==> config.mk <==
export PLATFORM = sky130hd
export DESIGN_NAME = priority_scheduler_with_aging_top
export DESIGN_NICKNAME = d
export VERILOG_FILES = /design/src/sv/psa_pkg.sv /design/src/sv/psa_ctrl.sv /design/src/sv/psa_dp.sv /design/src/sv/priority_scheduler_with_aging_top.sv
export SDC_FILE = /design/constraint.sdc
export NUM_CORES = 2
export LEC_CHECK = 0
export ABC_AREA = 1
export BUFFER_PORTS_ARGS = -buffer_cell sky130_fd_sc_hd__buf_4
export CORE_ASPECT_RATIO = 0.9
export CORE_UTILIZATION = 30
export CTS_CLUSTER_SIZE = 25
export DETAILED_ROUTE_END_ITERATION = 10
export HOLD_SLACK_MARGIN = 0.08
export SLEW_MARGIN = 20
export SYNTH_ARGS = -nofsm -noshare
export SYNTH_HDL_FRONTEND = slang
export SYNTH_SLANG_ARGS = --single-unit
==> constraint.sdc <==
create_clock -name clock -period 8.8 [get_ports clock]
set_clock_uncertainty 0.2 [all_clocks]
set_input_delay 1.32 -clock clock [delete_from_list [all_inputs] [get_ports clock]]
set_output_delay 1.32 -clock clock [all_outputs]
set_load 0.02 [all_outputs]
==> src/sv/psa_pkg.sv <==
// Shared types and constants of the priority scheduler with aging.
package psa_pkg;

   localparam int MAX_TASKS_DEF = 16;
   localparam int TIME_BITS_DEF = 16;

   typedef enum logic [1:0] {
      ACT_LOAD  = 2'd0,
      ACT_START = 2'd1,
      ACT_ROUND = 2'd2,
      ACT_OTHER = 2'd3
   } action_type;

   typedef enum logic [1:0] {
      EV_ACK  = 2'd0,
      EV_IDLE = 2'd1,
      EV_RAN  = 2'd2,
      EV_DONE = 2'd3
   } event_type;

   typedef enum logic [1:0] {
      PH_NEW   = 2'd0,
      PH_READY = 2'd1,
      PH_RUN   = 2'd2,
      PH_DONE  = 2'd3
   } phase_type;

   typedef enum logic [3:0] {
      ST_IDLE, ST_DECODE, ST_START, ST_ACK, ST_CHECK, ST_ADMIT, ST_PICK,
      ST_SEL, ST_EXEC, ST_WAIT, ST_FIN, ST_PICK2, ST_PRE
   } state_type;

   typedef enum logic [3:0] {
      OP_NOP, OP_CAPTURE, OP_LOAD, OP_START, OP_ACK, OP_CHECK, OP_ADMIT,
      OP_PICK, OP_SEL, OP_EXEC, OP_WAIT, OP_FIN, OP_PRE
   } op_type;

   localparam logic [1:0] REG_PREEMPT = 2'd0;
   localparam logic [1:0] REG_AGING   = 2'd1;
   localparam logic [1:0] REG_LIMIT   = 2'd2;
   localparam logic [1:0] REG_SWITCH  = 2'd3;

   typedef struct packed {
      logic        preempt_mode;
      logic        aging_on;
      logic [15:0] aging_limit;
      logic [7:0]  switch_cost;
   } cfg_type;

   typedef struct packed {
      op_type op;
   } cmd_type;

   typedef struct packed {
      action_type action;
      logic       done_all;
      logic       run_vld;
      logic       scan_last;
      logic       sweep_last;
      logic       found;
      logic       left_zero;
      logic       preempt_mode;
   } status_type;

endpackage

==> src/sv/psa_ctrl.sv <==
// Controller state machine sequencing load, start and scheduling rounds.
module psa_ctrl (
   input  logic               clock,
   input  logic               reset,
   input  logic               start,
   output logic               busy,
   input  psa_pkg::status_type sts,
   output psa_pkg::cmd_type    cmd
);

   psa_pkg::state_type state_ff, state_in;

   always_ff @(posedge clock) begin
      if (reset) begin
         state_ff <= psa_pkg::ST_IDLE;
      end else begin
         state_ff <= state_in;
      end
   end

   assign busy = (state_ff != psa_pkg::ST_IDLE);

   always_comb begin
      state_in = state_ff;
      cmd.op   = psa_pkg::OP_NOP;
      case (state_ff)
         psa_pkg::ST_IDLE: begin
            if (start) begin
               cmd.op   = psa_pkg::OP_CAPTURE;
               state_in = psa_pkg::ST_DECODE;
            end
         end
         psa_pkg::ST_DECODE: begin
            case (sts.action)
               psa_pkg::ACT_LOAD: begin
                  cmd.op   = psa_pkg::OP_LOAD;
                  state_in = psa_pkg::ST_IDLE;
               end
               psa_pkg::ACT_START: state_in = psa_pkg::ST_START;
               psa_pkg::ACT_ROUND: state_in = psa_pkg::ST_CHECK;
               default: begin
                  cmd.op   = psa_pkg::OP_ACK;
                  state_in = psa_pkg::ST_IDLE;
               end
            endcase
         end
         psa_pkg::ST_START: begin
            cmd.op = psa_pkg::OP_START;
            if (sts.sweep_last) state_in = psa_pkg::ST_ACK;
         end
         psa_pkg::ST_ACK: begin
            cmd.op   = psa_pkg::OP_ACK;
            state_in = psa_pkg::ST_IDLE;
         end
         psa_pkg::ST_CHECK: begin
            cmd.op   = psa_pkg::OP_CHECK;
            state_in = sts.done_all ? psa_pkg::ST_IDLE : psa_pkg::ST_ADMIT;
         end
         psa_pkg::ST_ADMIT: begin
            cmd.op = psa_pkg::OP_ADMIT;
            if (sts.scan_last) state_in = sts.run_vld ? psa_pkg::ST_EXEC : psa_pkg::ST_PICK;
         end
         psa_pkg::ST_PICK: begin
            cmd.op = psa_pkg::OP_PICK;
            if (sts.scan_last) state_in = psa_pkg::ST_SEL;
         end
         psa_pkg::ST_SEL: begin
            cmd.op   = psa_pkg::OP_SEL;
            state_in = sts.found ? psa_pkg::ST_EXEC : psa_pkg::ST_IDLE;
         end
         psa_pkg::ST_EXEC: begin
            cmd.op   = psa_pkg::OP_EXEC;
            state_in = psa_pkg::ST_WAIT;
         end
         psa_pkg::ST_WAIT: begin
            cmd.op = psa_pkg::OP_WAIT;
            if (sts.scan_last) state_in = psa_pkg::ST_FIN;
         end
         psa_pkg::ST_FIN: begin
            cmd.op = psa_pkg::OP_FIN;
            state_in = (sts.left_zero || !sts.preempt_mode) ? psa_pkg::ST_IDLE
                                                             : psa_pkg::ST_PICK2;
         end
         psa_pkg::ST_PICK2: begin
            cmd.op = psa_pkg::OP_PICK;
            if (sts.scan_last) state_in = psa_pkg::ST_PRE;
         end
         psa_pkg::ST_PRE: begin
            cmd.op   = psa_pkg::OP_PRE;
            state_in = psa_pkg::ST_IDLE;
         end
         default: state_in = psa_pkg::ST_IDLE;
      endcase
   end

endmodule

==> src/sv/psa_dp.sv <==
// Datapath: task table, scan index, time, best-pick tracking and result registers.
module psa_dp #(
   parameter int MAX_TASKS = psa_pkg::MAX_TASKS_DEF,
   parameter int TIME_BITS = psa_pkg::TIME_BITS_DEF
) (
   input  logic                clock,
   input  logic                reset,
   input  psa_pkg::cmd_type    cmd,
   output psa_pkg::status_type sts,
   input  psa_pkg::cfg_type    cfg,
   input  logic [1:0]          req_action,
   input  logic [3:0]          req_slot,
   input  logic [15:0]         req_arrive_at,
   input  logic [15:0]         req_burst_len,
   input  logic [7:0]          req_prio_value,
   input  logic                req_is_last_slot,
   output logic                rsp_valid,
   output logic [1:0]          rsp_event_res,
   output logic [3:0]          rsp_ran_slot,
   output logic [15:0]         rsp_seg_start,
   output logic [15:0]         rsp_seg_end,
   output logic                rsp_finished,
   output logic [15:0]         rsp_turnaround,
   output logic [15:0]         rsp_waited,
   output logic [15:0]         rsp_response,
   output logic [15:0]         rsp_switch_count
);

   localparam int TB = TIME_BITS;
   localparam int SW = (MAX_TASKS > 1) ? $clog2(MAX_TASKS) : 1;
   localparam int CW = SW + 5;

   function automatic logic [15:0] t16(input logic [TB-1:0] v);
      logic [TB+15:0] x;
      x = {{16{1'b0}}, v};
      return x[15:0];
   endfunction

   function automatic logic [TB-1:0] ttb(input logic [15:0] v);
      logic [TB+15:0] x;
      x = {{TB{1'b0}}, v};
      return x[TB-1:0];
   endfunction

   function automatic logic [TB-1:0] sat(input logic [TB-1:0] a, input logic [TB-1:0] b);
      logic [TB:0] s;
      s = {1'b0, a} + {1'b0, b};
      return s[TB] ? {TB{1'b1}} : s[TB-1:0];
   endfunction

   function automatic logic [TB-1:0] diff0(input logic [TB-1:0] a, input logic [TB-1:0] b);
      return (a >= b) ? (a - b) : '0;
   endfunction

   function automatic logic [3:0] s4(input logic [SW-1:0] v);
      logic [SW+3:0] x;
      x = {4'b0000, v};
      return x[3:0];
   endfunction

   // task table
   logic [TB-1:0]      arr_ff   [MAX_TASKS];
   logic [TB-1:0]      burst_ff [MAX_TASKS];
   logic [7:0]         prio_ff  [MAX_TASKS];
   logic [TB-1:0]      left_ff  [MAX_TASKS];
   psa_pkg::phase_type phase_ff [MAX_TASKS];
   logic               started_ff [MAX_TASKS];
   logic [TB-1:0]      resp_ff  [MAX_TASKS];
   logic [TB-1:0]      wait_ff  [MAX_TASKS];
   logic [TB-1:0]      stamp_ff [MAX_TASKS];
   logic               svld_ff  [MAX_TASKS];

   // captured transaction
   psa_pkg::action_type act_ff;
   logic [3:0]  slot_ff;
   logic [15:0] arrive_ff, burst_in_ff;
   logic [7:0]  prio_in_ff;
   logic        last_slot_ff;

   logic [SW-1:0] idx_ff, idx_in;
   logic [TB-1:0] now_ff, now_in;
   logic          run_vld_ff, run_vld_in;
   logic [SW-1:0] run_ff, run_in;
   logic          last_vld_ff, last_vld_in;
   logic [SW-1:0] last_ff, last_in;
   logic [15:0]   pre_ff, pre_in;
   logic [4:0]    done_ff, done_in;
   logic [4:0]    total_ff, total_in;
   logic          found_ff, found_in;
   logic [SW-1:0] best_ff, best_in;
   logic [7:0]    bprio_ff, bprio_in;
   logic [TB-1:0] barr_ff, barr_in;
   logic [TB-1:0] actual_ff, actual_in;
   logic [TB-1:0] segs_ff, segs_in;
   logic [7:0]    cprio_ff, cprio_in;

   logic          valid_ff;
   psa_pkg::event_type ev_ff;
   logic [3:0]    oslot_ff;
   logic [15:0]   ostart_ff, oend_ff, oturn_ff, owait_ff, oresp_ff, osc_ff;
   logic          ofin_ff;

   // entry write
   logic               e_we, e_tw;
   logic [SW-1:0]      ra;
   logic [TB-1:0]      e_arr, e_burst, e_left, e_resp, e_wait, e_stamp;
   logic [7:0]         e_prio;
   psa_pkg::phase_type e_phase;
   logic               e_started, e_svld;

   // emitted fields
   logic               emit;
   psa_pkg::event_type em_ev;
   logic [3:0]         em_slot;
   logic [15:0]        em_start, em_end, em_turn, em_wait, em_resp;
   logic               em_fin;

   logic [CW-1:0] total_ext, n_ext, idx_ext, slot_ext, run_ext;
   logic          slot_ok, cand, better, fnd, age_hit;
   logic [TB-1:0] r_arr, r_burst, r_left, r_wait, r_stamp, r_resp, st, act;
   logic [7:0]    r_prio;
   psa_pkg::phase_type r_phase, ph;

   assign total_ext = {{SW{1'b0}}, total_ff};
   assign n_ext     = (total_ext < CW'(MAX_TASKS)) ? total_ext : CW'(MAX_TASKS);
   assign idx_ext   = {5'b00000, idx_ff};
   assign run_ext   = {5'b00000, run_ff};
   assign slot_ext  = {{(SW+1){1'b0}}, slot_ff};
   assign slot_ok   = slot_ext < CW'(MAX_TASKS);

   always_comb begin
      case (cmd.op)
         psa_pkg::OP_LOAD: ra = slot_ext[SW-1:0];
         psa_pkg::OP_SEL:  ra = best_ff;
         psa_pkg::OP_EXEC, psa_pkg::OP_FIN, psa_pkg::OP_PRE: ra = run_ff;
         default: ra = idx_ff;
      endcase
   end

   assign r_arr     = arr_ff[ra];
   assign r_burst   = burst_ff[ra];
   assign r_prio    = prio_ff[ra];
   assign r_left    = left_ff[ra];
   assign r_phase   = phase_ff[ra];
   assign r_wait    = wait_ff[ra];
   assign r_stamp   = stamp_ff[ra];
   assign r_resp    = resp_ff[ra];

   assign cand   = (r_phase == psa_pkg::PH_READY) && (r_arr <= now_ff);
   assign fnd    = (idx_ff != '0) && found_ff;
   assign better = cand && (!fnd || (r_prio < bprio_ff) ||
                            ((r_prio == bprio_ff) && (r_arr < barr_ff)));

   assign sts.action       = act_ff;
   assign sts.done_all     = (done_ff >= total_ff);
   assign sts.run_vld      = run_vld_ff;
   assign sts.scan_last    = (idx_ext == (n_ext - CW'(1)));
   assign sts.sweep_last   = (idx_ext == CW'(MAX_TASKS - 1));
   assign sts.found        = found_ff;
   assign sts.left_zero    = (r_left == '0);
   assign sts.preempt_mode = cfg.preempt_mode;

   always_comb begin
      idx_in = idx_ff; now_in = now_ff; run_vld_in = run_vld_ff; run_in = run_ff;
      last_vld_in = last_vld_ff; last_in = last_ff; pre_in = pre_ff;
      done_in = done_ff; total_in = total_ff; found_in = found_ff; best_in = best_ff;
      bprio_in = bprio_ff; barr_in = barr_ff; actual_in = actual_ff; segs_in = segs_ff;
      cprio_in = cprio_ff;
      e_we = 1'b0; e_tw = 1'b0;
      e_arr = r_arr; e_burst = r_burst; e_prio = r_prio; e_left = r_left;
      e_phase = r_phase; e_started = started_ff[ra]; e_resp = r_resp;
      e_wait = r_wait; e_stamp = r_stamp; e_svld = svld_ff[ra];
      emit = 1'b0; em_ev = psa_pkg::EV_ACK; em_slot = '0; em_start = '0; em_end = '0;
      em_fin = 1'b0; em_turn = '0; em_wait = '0; em_resp = '0;
      ph = r_phase; st = r_stamp; act = '0; age_hit = 1'b0;
      case (cmd.op)
         psa_pkg::OP_CAPTURE: idx_in = '0;
         psa_pkg::OP_LOAD: begin
            emit = 1'b1;
            if (slot_ok) begin
               e_tw    = 1'b1;
               e_arr   = ttb(arrive_ff);
               e_burst = ttb(burst_in_ff);
               e_prio  = prio_in_ff;
               if (last_slot_ff) total_in = 5'(slot_ff) + 5'd1;
            end
         end
         psa_pkg::OP_START: begin
            if (idx_ff == '0) begin
               now_in = '0; run_vld_in = 1'b0; last_vld_in = 1'b0;
               pre_in = '0; done_in = '0;
            end
            e_we = 1'b1;
            e_left = r_burst;
            e_phase = (r_arr == '0) ? psa_pkg::PH_READY : psa_pkg::PH_NEW;
            e_started = 1'b0; e_resp = '0; e_wait = '0; e_stamp = '0; e_svld = 1'b0;
            idx_in = sts.sweep_last ? '0 : idx_ff + SW'(1);
         end
         psa_pkg::OP_ACK: emit = 1'b1;
         psa_pkg::OP_CHECK: begin
            idx_in = '0;
            if (sts.done_all) begin
               emit = 1'b1; em_ev = psa_pkg::EV_DONE;
            end else if (run_vld_ff && (run_ext >= n_ext)) begin
               run_vld_in = 1'b0;
            end
         end
         psa_pkg::OP_ADMIT: begin
            if ((ph == psa_pkg::PH_NEW) && (r_arr <= now_ff)) ph = psa_pkg::PH_READY;
            e_we = 1'b1;
            e_phase = ph;
            if (cfg.aging_on && (ph == psa_pkg::PH_READY)) begin
               st = svld_ff[ra] ? r_stamp : now_ff;
               age_hit = ({{16{1'b0}}, diff0(now_ff, st)} >= {{TB{1'b0}}, cfg.aging_limit})
                         && (r_prio != '0);
               if (age_hit) begin
                  e_prio = r_prio - 8'd1;
                  st = now_ff;
               end
               e_stamp = st;
               e_svld = 1'b1;
            end
            idx_in = sts.scan_last ? '0 : idx_ff + SW'(1);
         end
         psa_pkg::OP_PICK: begin
            found_in = fnd | cand;
            if (better) begin
               best_in = idx_ff; bprio_in = r_prio; barr_in = r_arr;
            end
            idx_in = sts.scan_last ? '0 : idx_ff + SW'(1);
         end
         psa_pkg::OP_SEL: begin
            if (found_ff) begin
               run_in = best_ff; run_vld_in = 1'b1;
               e_we = 1'b1;
               e_phase = psa_pkg::PH_RUN;
               if (!started_ff[ra]) begin
                  e_resp = diff0(now_ff, r_arr);
                  e_started = 1'b1;
               end
               if (last_vld_ff && (last_ff != best_ff))
                  now_in = sat(now_ff, ttb({8'h00, cfg.switch_cost}));
               e_svld = 1'b0;
            end else begin
               now_in = sat(now_ff, TB'(1));
               emit = 1'b1; em_ev = psa_pkg::EV_IDLE;
               em_start = t16(now_ff); em_end = t16(now_in);
            end
         end
         psa_pkg::OP_EXEC: begin
            act = cfg.preempt_mode ? ((r_left != '0) ? TB'(1) : '0) : r_left;
            e_we = 1'b1;
            e_left = r_left - act;
            actual_in = act;
            segs_in = now_ff;
            now_in = sat(now_ff, act);
            last_in = run_ff; last_vld_in = 1'b1;
            cprio_in = r_prio;
         end
         psa_pkg::OP_WAIT: begin
            if (cand) begin
               e_we = 1'b1;
               e_wait = sat(r_wait, actual_ff);
            end
            idx_in = sts.scan_last ? '0 : idx_ff + SW'(1);
         end
         psa_pkg::OP_FIN: begin
            em_ev = psa_pkg::EV_RAN; em_slot = s4(run_ff);
            em_start = t16(segs_ff); em_end = t16(now_ff);
            if (r_left == '0) begin
               e_we = 1'b1; e_phase = psa_pkg::PH_DONE;
               done_in = done_ff + 5'd1; run_vld_in = 1'b0;
               emit = 1'b1; em_fin = 1'b1;
               em_turn = t16(diff0(now_ff, r_arr));
               em_wait = t16(r_wait); em_resp = t16(r_resp);
            end else if (!cfg.preempt_mode) begin
               emit = 1'b1;
            end
         end
         psa_pkg::OP_PRE: begin
            em_ev = psa_pkg::EV_RAN; em_slot = s4(run_ff);
            em_start = t16(segs_ff); em_end = t16(now_ff);
            emit = 1'b1;
            if (found_ff && (best_ff != run_ff) && (bprio_ff < cprio_ff)) begin
               e_we = 1'b1; e_phase = psa_pkg::PH_READY;
               pre_in = (pre_ff == 16'hFFFF) ? pre_ff : pre_ff + 16'd1;
               run_vld_in = 1'b0;
            end
         end
         default: ;
      endcase
   end

   always_ff @(posedge clock) begin
      if (e_tw) begin
         arr_ff[ra]   <= e_arr;
         burst_ff[ra] <= e_burst;
      end
      if (e_tw || e_we) prio_ff[ra] <= e_prio;
   end

   always_ff @(posedge clock) begin
      if (reset) begin
         for (int i = 0; i < MAX_TASKS; i++) begin
            left_ff[i] <= '0; phase_ff[i] <= psa_pkg::PH_NEW; started_ff[i] <= 1'b0;
            resp_ff[i] <= '0; wait_ff[i] <= '0; stamp_ff[i] <= '0; svld_ff[i] <= 1'b0;
         end
      end else if (e_we) begin
         left_ff[ra] <= e_left; phase_ff[ra] <= e_phase; started_ff[ra] <= e_started;
         resp_ff[ra] <= e_resp; wait_ff[ra] <= e_wait; stamp_ff[ra] <= e_stamp;
         svld_ff[ra] <= e_svld;
      end
   end

   always_ff @(posedge clock) begin
      if (cmd.op == psa_pkg::OP_CAPTURE) begin
         act_ff <= psa_pkg::action_type'(req_action);
         slot_ff <= req_slot; arrive_ff <= req_arrive_at; burst_in_ff <= req_burst_len;
         prio_in_ff <= req_prio_value; last_slot_ff <= req_is_last_slot;
      end
      best_ff <= best_in; bprio_ff <= bprio_in; barr_ff <= barr_in;
      actual_ff <= actual_in; segs_ff <= segs_in; cprio_ff <= cprio_in;
      run_ff <= run_in; last_ff <= last_in;
      if (emit) begin
         ev_ff <= em_ev; oslot_ff <= em_slot; ostart_ff <= em_start; oend_ff <= em_end;
         ofin_ff <= em_fin; oturn_ff <= em_turn; owait_ff <= em_wait;
         oresp_ff <= em_resp; osc_ff <= pre_in;
      end
   end

   always_ff @(posedge clock) begin
      if (reset) begin
         idx_ff <= '0; now_ff <= '0; run_vld_ff <= 1'b0; last_vld_ff <= 1'b0;
         pre_ff <= '0; done_ff <= '0; total_ff <= '0; found_ff <= 1'b0; valid_ff <= 1'b0;
      end else begin
         idx_ff <= idx_in; now_ff <= now_in; run_vld_ff <= run_vld_in;
         last_vld_ff <= last_vld_in; pre_ff <= pre_in; done_ff <= done_in;
         total_ff <= total_in; found_ff <= found_in; valid_ff <= emit;
      end
   end

   assign rsp_valid        = valid_ff;
   assign rsp_event_res    = ev_ff;
   assign rsp_ran_slot     = oslot_ff;
   assign rsp_seg_start    = ostart_ff;
   assign rsp_seg_end      = oend_ff;
   assign rsp_finished     = ofin_ff;
   assign rsp_turnaround   = oturn_ff;
   assign rsp_waited       = owait_ff;
   assign rsp_response     = oresp_ff;
   assign rsp_switch_count = osc_ff;

endmodule

==> src/sv/priority_scheduler_with_aging_top.sv <==
// Top level: configuration registers, controller and datapath of the scheduler.
// A transaction is taken when start is high and busy is low; busy drops in the cycle in which
// its single result is strobed on rsp_valid, and the receiver must take the result in that
// cycle, as it cannot stall. A start resets the whole task table, one entry per cycle. A round
// that does not find all tasks done walks the task table one slot per cycle in up to four
// passes (admit and age, pick, waiting update, preemption pick) over the n loaded task slots.
module priority_scheduler_with_aging_top #(
   parameter int MAX_TASKS = psa_pkg::MAX_TASKS_DEF,
   parameter int TIME_BITS = psa_pkg::TIME_BITS_DEF
) (
   input  logic        clock,
   input  logic        reset,
   input  logic        start,
   output logic        busy,
   input  logic [1:0]  req_action,
   input  logic [3:0]  req_slot,
   input  logic [15:0] req_arrive_at,
   input  logic [15:0] req_burst_len,
   input  logic [7:0]  req_prio_value,
   input  logic        req_is_last_slot,
   output logic        rsp_valid,
   output logic [1:0]  rsp_event_res,
   output logic [3:0]  rsp_ran_slot,
   output logic [15:0] rsp_seg_start,
   output logic [15:0] rsp_seg_end,
   output logic        rsp_finished,
   output logic [15:0] rsp_turnaround,
   output logic [15:0] rsp_waited,
   output logic [15:0] rsp_response,
   output logic [15:0] rsp_switch_count,
   input  logic        psel,
   input  logic        penable,
   input  logic        pwrite,
   input  logic [3:0]  paddr,
   input  logic [31:0] pwdata,
   output logic [31:0] prdata,
   output logic        pready
);

   psa_pkg::cfg_type    cfg_ff, cfg_in;
   psa_pkg::cmd_type    cmd;
   psa_pkg::status_type sts;
   logic                wr;

   assign pready = 1'b1;
   assign wr     = psel && penable && pwrite;

   always_comb begin
      cfg_in = cfg_ff;
      if (wr) begin
         case (paddr[3:2])
            psa_pkg::REG_PREEMPT: cfg_in.preempt_mode = pwdata[0];
            psa_pkg::REG_AGING:   cfg_in.aging_on     = pwdata[0];
            psa_pkg::REG_LIMIT:   cfg_in.aging_limit  = pwdata[15:0];
            psa_pkg::REG_SWITCH:  cfg_in.switch_cost  = pwdata[7:0];
            default: ;
         endcase
      end
   end

   always_ff @(posedge clock) begin
      if (reset) begin
         cfg_ff <= '{preempt_mode: 1'b0, aging_on: 1'b0, aging_limit: 16'd10,
                     switch_cost: 8'd0};
      end else begin
         cfg_ff <= cfg_in;
      end
   end

   always_comb begin
      case (paddr[3:2])
         psa_pkg::REG_PREEMPT: prdata = {31'd0, cfg_ff.preempt_mode};
         psa_pkg::REG_AGING:   prdata = {31'd0, cfg_ff.aging_on};
         psa_pkg::REG_LIMIT:   prdata = {16'd0, cfg_ff.aging_limit};
         psa_pkg::REG_SWITCH:  prdata = {24'd0, cfg_ff.switch_cost};
         default:              prdata = '0;
      endcase
   end

   psa_ctrl u_ctrl (
      .clock (clock),
      .reset (reset),
      .start (start),
      .busy  (busy),
      .sts   (sts),
      .cmd   (cmd)
   );

   psa_dp #(
      .MAX_TASKS (MAX_TASKS),
      .TIME_BITS (TIME_BITS)
   ) u_dp (
      .clock            (clock),
      .reset            (reset),
      .cmd              (cmd),
      .sts              (sts),
      .cfg              (cfg_ff),
      .req_action       (req_action),
      .req_slot         (req_slot),
      .req_arrive_at    (req_arrive_at),
      .req_burst_len    (req_burst_len),
      .req_prio_value   (req_prio_value),
      .req_is_last_slot (req_is_last_slot),
      .rsp_valid        (rsp_valid),
      .rsp_event_res    (rsp_event_res),
      .rsp_ran_slot     (rsp_ran_slot),
      .rsp_seg_start    (rsp_seg_start),
      .rsp_seg_end      (rsp_seg_end),
      .rsp_finished     (rsp_finished),
      .rsp_turnaround   (rsp_turnaround),
      .rsp_waited       (rsp_waited),
      .rsp_response     (rsp_response),
      .rsp_switch_count (rsp_switch_count)
   );

endmodule
==> impl_metrics.ini <==
[run_status]
outcome = complete, no violations

[critical_path]
cp_data_required_time_ns = 9.32
startpoint_type = flop
max_stage_delay_ns = 0.41
cp_max_fo = 64
rrSetupSlack_ns = 0.38
crit_type = flop to flop
cpMostUsedCell = nand2_1
r2r_end = u_dp.now_ff[4]$_SDFFE_PP0P_
worstRegToRegCells = 53
slowest_stage = nor2_1
end_kind = flop
cp.arrival_ns = 8.94
r2r_start = u_ctrl.state_ff[2]$_SDFFE_PP0P_

[pwr]
p_int_uw = 23000
power_density_mw_per_mm2 = 365
p_clk_share_pct = 22.2
pwr-share-seq_pct = 32.8
leakage_uw = 0.0405
p_sw_uw = 16600
p_comb_share_pct = 45.0
switching_share_pct = 41.9
ir_drop_mv = 0.477

[worst_hold_path]
worstHoldStart = cfg_ff[25]$_SDFFE_PP0P_
min_path_cells = 2
hold_end = cfg_ff[25]$_SDFFE_PP0P_
hold_path_class = flop to flop

[clock_tree]
cts_made_buffers = 206
clock_latency_ns = 0.91
cts_buffer_depth = 3
root_buffer = clkbuf_16
tritoncts = built
path_clk_slew_ns = 0.06
cts_max_level = 4
clock_sinks = 2034

[finish]
drive_gt1_share_pct = 15.2
fillCellCount = 29100
final_nets = 8962
syn2layout_area_growth_pct = 19.5
multi_input_area_sq_mm = 0.0268
layout.area.seq_sq_mm = 0.0603
final_area_sq_mm = 0.109

[routing]
dr.first_iter.drc_count = 8316
wirelength_um = 312000
routed_via_density = 5.26
wl_per_cell_um = 24.3
dr.pass1.iters = 6
drc = 0
drtAntennaViolNets = 0
dr_total_vias = 67700

[floorplan]
ios = 227
die-area_sq_mm = 0.305
rows = 191
fp.coreArea_sq_mm = 0.301
die_h_um = 524
fp.dieW_um = 582
start_util_pct = 30.2

[placement]
place_congestion = 0.926
place_area_sq_mm = 0.101
portBuffers = 191
post-dp-hpwl_um = 197000

[sta]
relSlewSlack_pct = 9.74
finalHoldViolations = 0
tightestPinTransition_ns = 1.35
fin_setup_tns_ns = 0
slew_viol_final = 0
min_period_ns = 8.42
fmax_mhz = 119
min_period_over_period_pct = 95.7
timing.hold.ws_ns = 0.291
setup_viol = 0

[grt]
globalRouteOverflowTotal = 0
grt_pass1_vias = 64800
grt_max_degree = 167
track_usage_pct = 19.7
antenna_found_initial = 13
grt_pass1_wl_um = 445000

[synth]
postSynthCellCount = 8231
synth-edff-count = 1954
yosysSeqAreaShare_pct = 66.4
synth_top_flop_cell = edfxtp_1
avgSynthCellArea_sq_um = 11.0
ys_async_sr_fraction_pct = 0
synth_cell_types = 64
synth_area_sq_mm = 0.0908
yosys_warnings = 0
synth_seq_cells = 2034

[run]
maxCapViolCount = 0
## timing repair
action                                  CTS  global route
buffers inserted                          0             6
endpoints found under the setup margin  833          2448
endpoints found under the hold margin     0             0
gates resized for setup                  12            95
gates cloned                              0             3
pin swaps                                 0             7
hold buffers                              0             0
## sequential cells by signal, indices dropped and copies added (netlist names), 26 cells and up
| name | flops |
|---|---|
| u_dp.arr_ff | 256 |
| u_dp.burst_ff | 256 |
| u_dp.left_ff | 256 |
| u_dp.resp_ff | 256 |
| u_dp.stamp_ff | 256 |
| u_dp.wait_ff | 256 |
| u_dp.prio_ff | 128 |
| u_dp.phase_ff | 32 |
| cfg_ff | 26 |
## cells in the final DEF, fill, tap and decap left out, drive strengths merged, types with 110 or more instances in the layout
cell | Yosys | final
edfxtp | 1954 | 1954
nand2 | 1747 | 1747
nor2 | 1384 | 1384
buf | 381 | 795
a22oi | 616 | 616
inv | 401 | 409
a21oi | 407 | 407
o21ai | 276 | 276
nand3 | 262 | 262
clkbuf | 152 | 253
ha | 145 | 145
clkinv | 5 | 110
## power groups by stage
stage | Clock, uW | Sequential [uW] | Combinational, uW
finish | 8800 | 13000 | 17800
floorplan | 0 | 13500 | 9440
global placement | 0 | 13200 | 16900
detailed placement | 0 | 13200 | 17100
CTS | 8910 | 13000 | 17200
global route | 9260 | 13100 | 19100
## routing by layer
layer,GRT usage (%),wire [um],vias to the layer above
met4,8.57,14400,6
met1,26.7,126000,33500
met5,0,43,-
met3,3.79,31500,547
met2,30.9,140000,3646
li1,-,-,30000
## synth_stat cells (11+ instances only)
cell type,count,share of area (%)
edfxtp_1,1954,65
nand2_1,1733,7.2
nor2_1,1368,5.7
a22oi_1,616,5.1
a21oi_1,404,2.2
inv_1,350,1.4
o21ai_0,257,1.4
nand3_1,247,1.4
buf_2,208,1.1
clkbuf_1,152,0.63
ha_1,145,2.0
buf_4,131,1.1
nand4_1,83,0.57
dfxtp_1,80,1.8
inv_2,50,0.21
or2_2,47,0.32
o22ai_1,46,0.32
xor2_1,46,0.44
nor3_1,45,0.25
nor4_1,34,0.23
buf_1,32,0.13
o21ai_1,18,0.099
o211ai_1,14,0.12
o22a_1,13,0.13
nand2_2,12,0.083
nor2_2,11,0.076
o21a_1,11,0.091
xnor2_1,11,0.11
## how the worst max path moves through the flow
| stage | start | endpoint | slack [ns] | cells past startpoint |
|---|---|---|---|---|
| 2_1_floorplan | start | u_dp.prio_ff[0][2]$_DFFE_PP_ | 0.25 | 54 |
| 3_3_place_gp | start | u_dp.stamp_ff[3][11]$_SDFFCE_PN0P_ | -0.93 | 51 |
| 3_5_place_dp | start | u_dp.stamp_ff[8][11]$_SDFFCE_PN0P_ | -0.85 | 53 |
| 4_1_cts | u_ctrl.state_ff[3]$_SDFFE_PP0P_ | u_dp.stamp_ff[8][11]$_SDFFCE_PN0P_ | 0.003 | 55 |
| 5_1_grt | u_ctrl.state_ff[3]$_SDFFE_PP0P_ | u_dp.prio_ff[11][4]$_DFFE_PP_ | -0.03 | 58 |
| 6_report | u_ctrl.state_ff[2]$_SDFFE_PP0P_ | u_dp.now_ff[4]$_SDFFE_PP0P_ | 0.38 | 53 |
## final cells by class
class	count	share of cell area, %
diodes	3	0.00692
flip-flops and latches	2034	55.5
inverters	406	1.47
well taps	3956	4.56
repair inverters	2	0.0104
repair buffers	800	7.46
multi-input cells	5273	24.7
clock inverters	140	1.28
clock buffers	248	4.95
## worst max-delay path, delay by kind of cell, from the launching register on
family,cells,cell delay (ns)
compound gates,7,1.53
simple gates,34,3.86
fa+ha+maj,3,0.64
flops,1,0.31
buf+inv,9,1.58
## kinds of logic (layout without fill, tap and decap cells)
kind of cell             Yosys count  count (layout)  share of synthesized area (%)
AND/OR/NAND/NOR                 3618            3618                           16.2
flip-flops                      2034            2034                           66.4
AO/OA/AOI/OAI                   1431            1431                           9.94
buffers and inverters            939            1596                           4.80
adder cells (fa/ha/maj)          150             150                           2.11
XOR/XNOR                          57              57                          0.550
other                              2              20                        0.00827
## stage by stage
stage	power, uW	worst slack, ns	cells	util [%]
final	39600	0.378	12900	36.1
after global routing	41400	-0.0335	12900	36.1
after CTS	39200	0.00299	12800	35.9
after detailed placement	30300	-0.852	12500	33.7
after global placement	30100	-0.925	12500	33.6
after floorplan	22900	0.253	8246	-
Note: power is estimated with default switching activity, not from simulation.
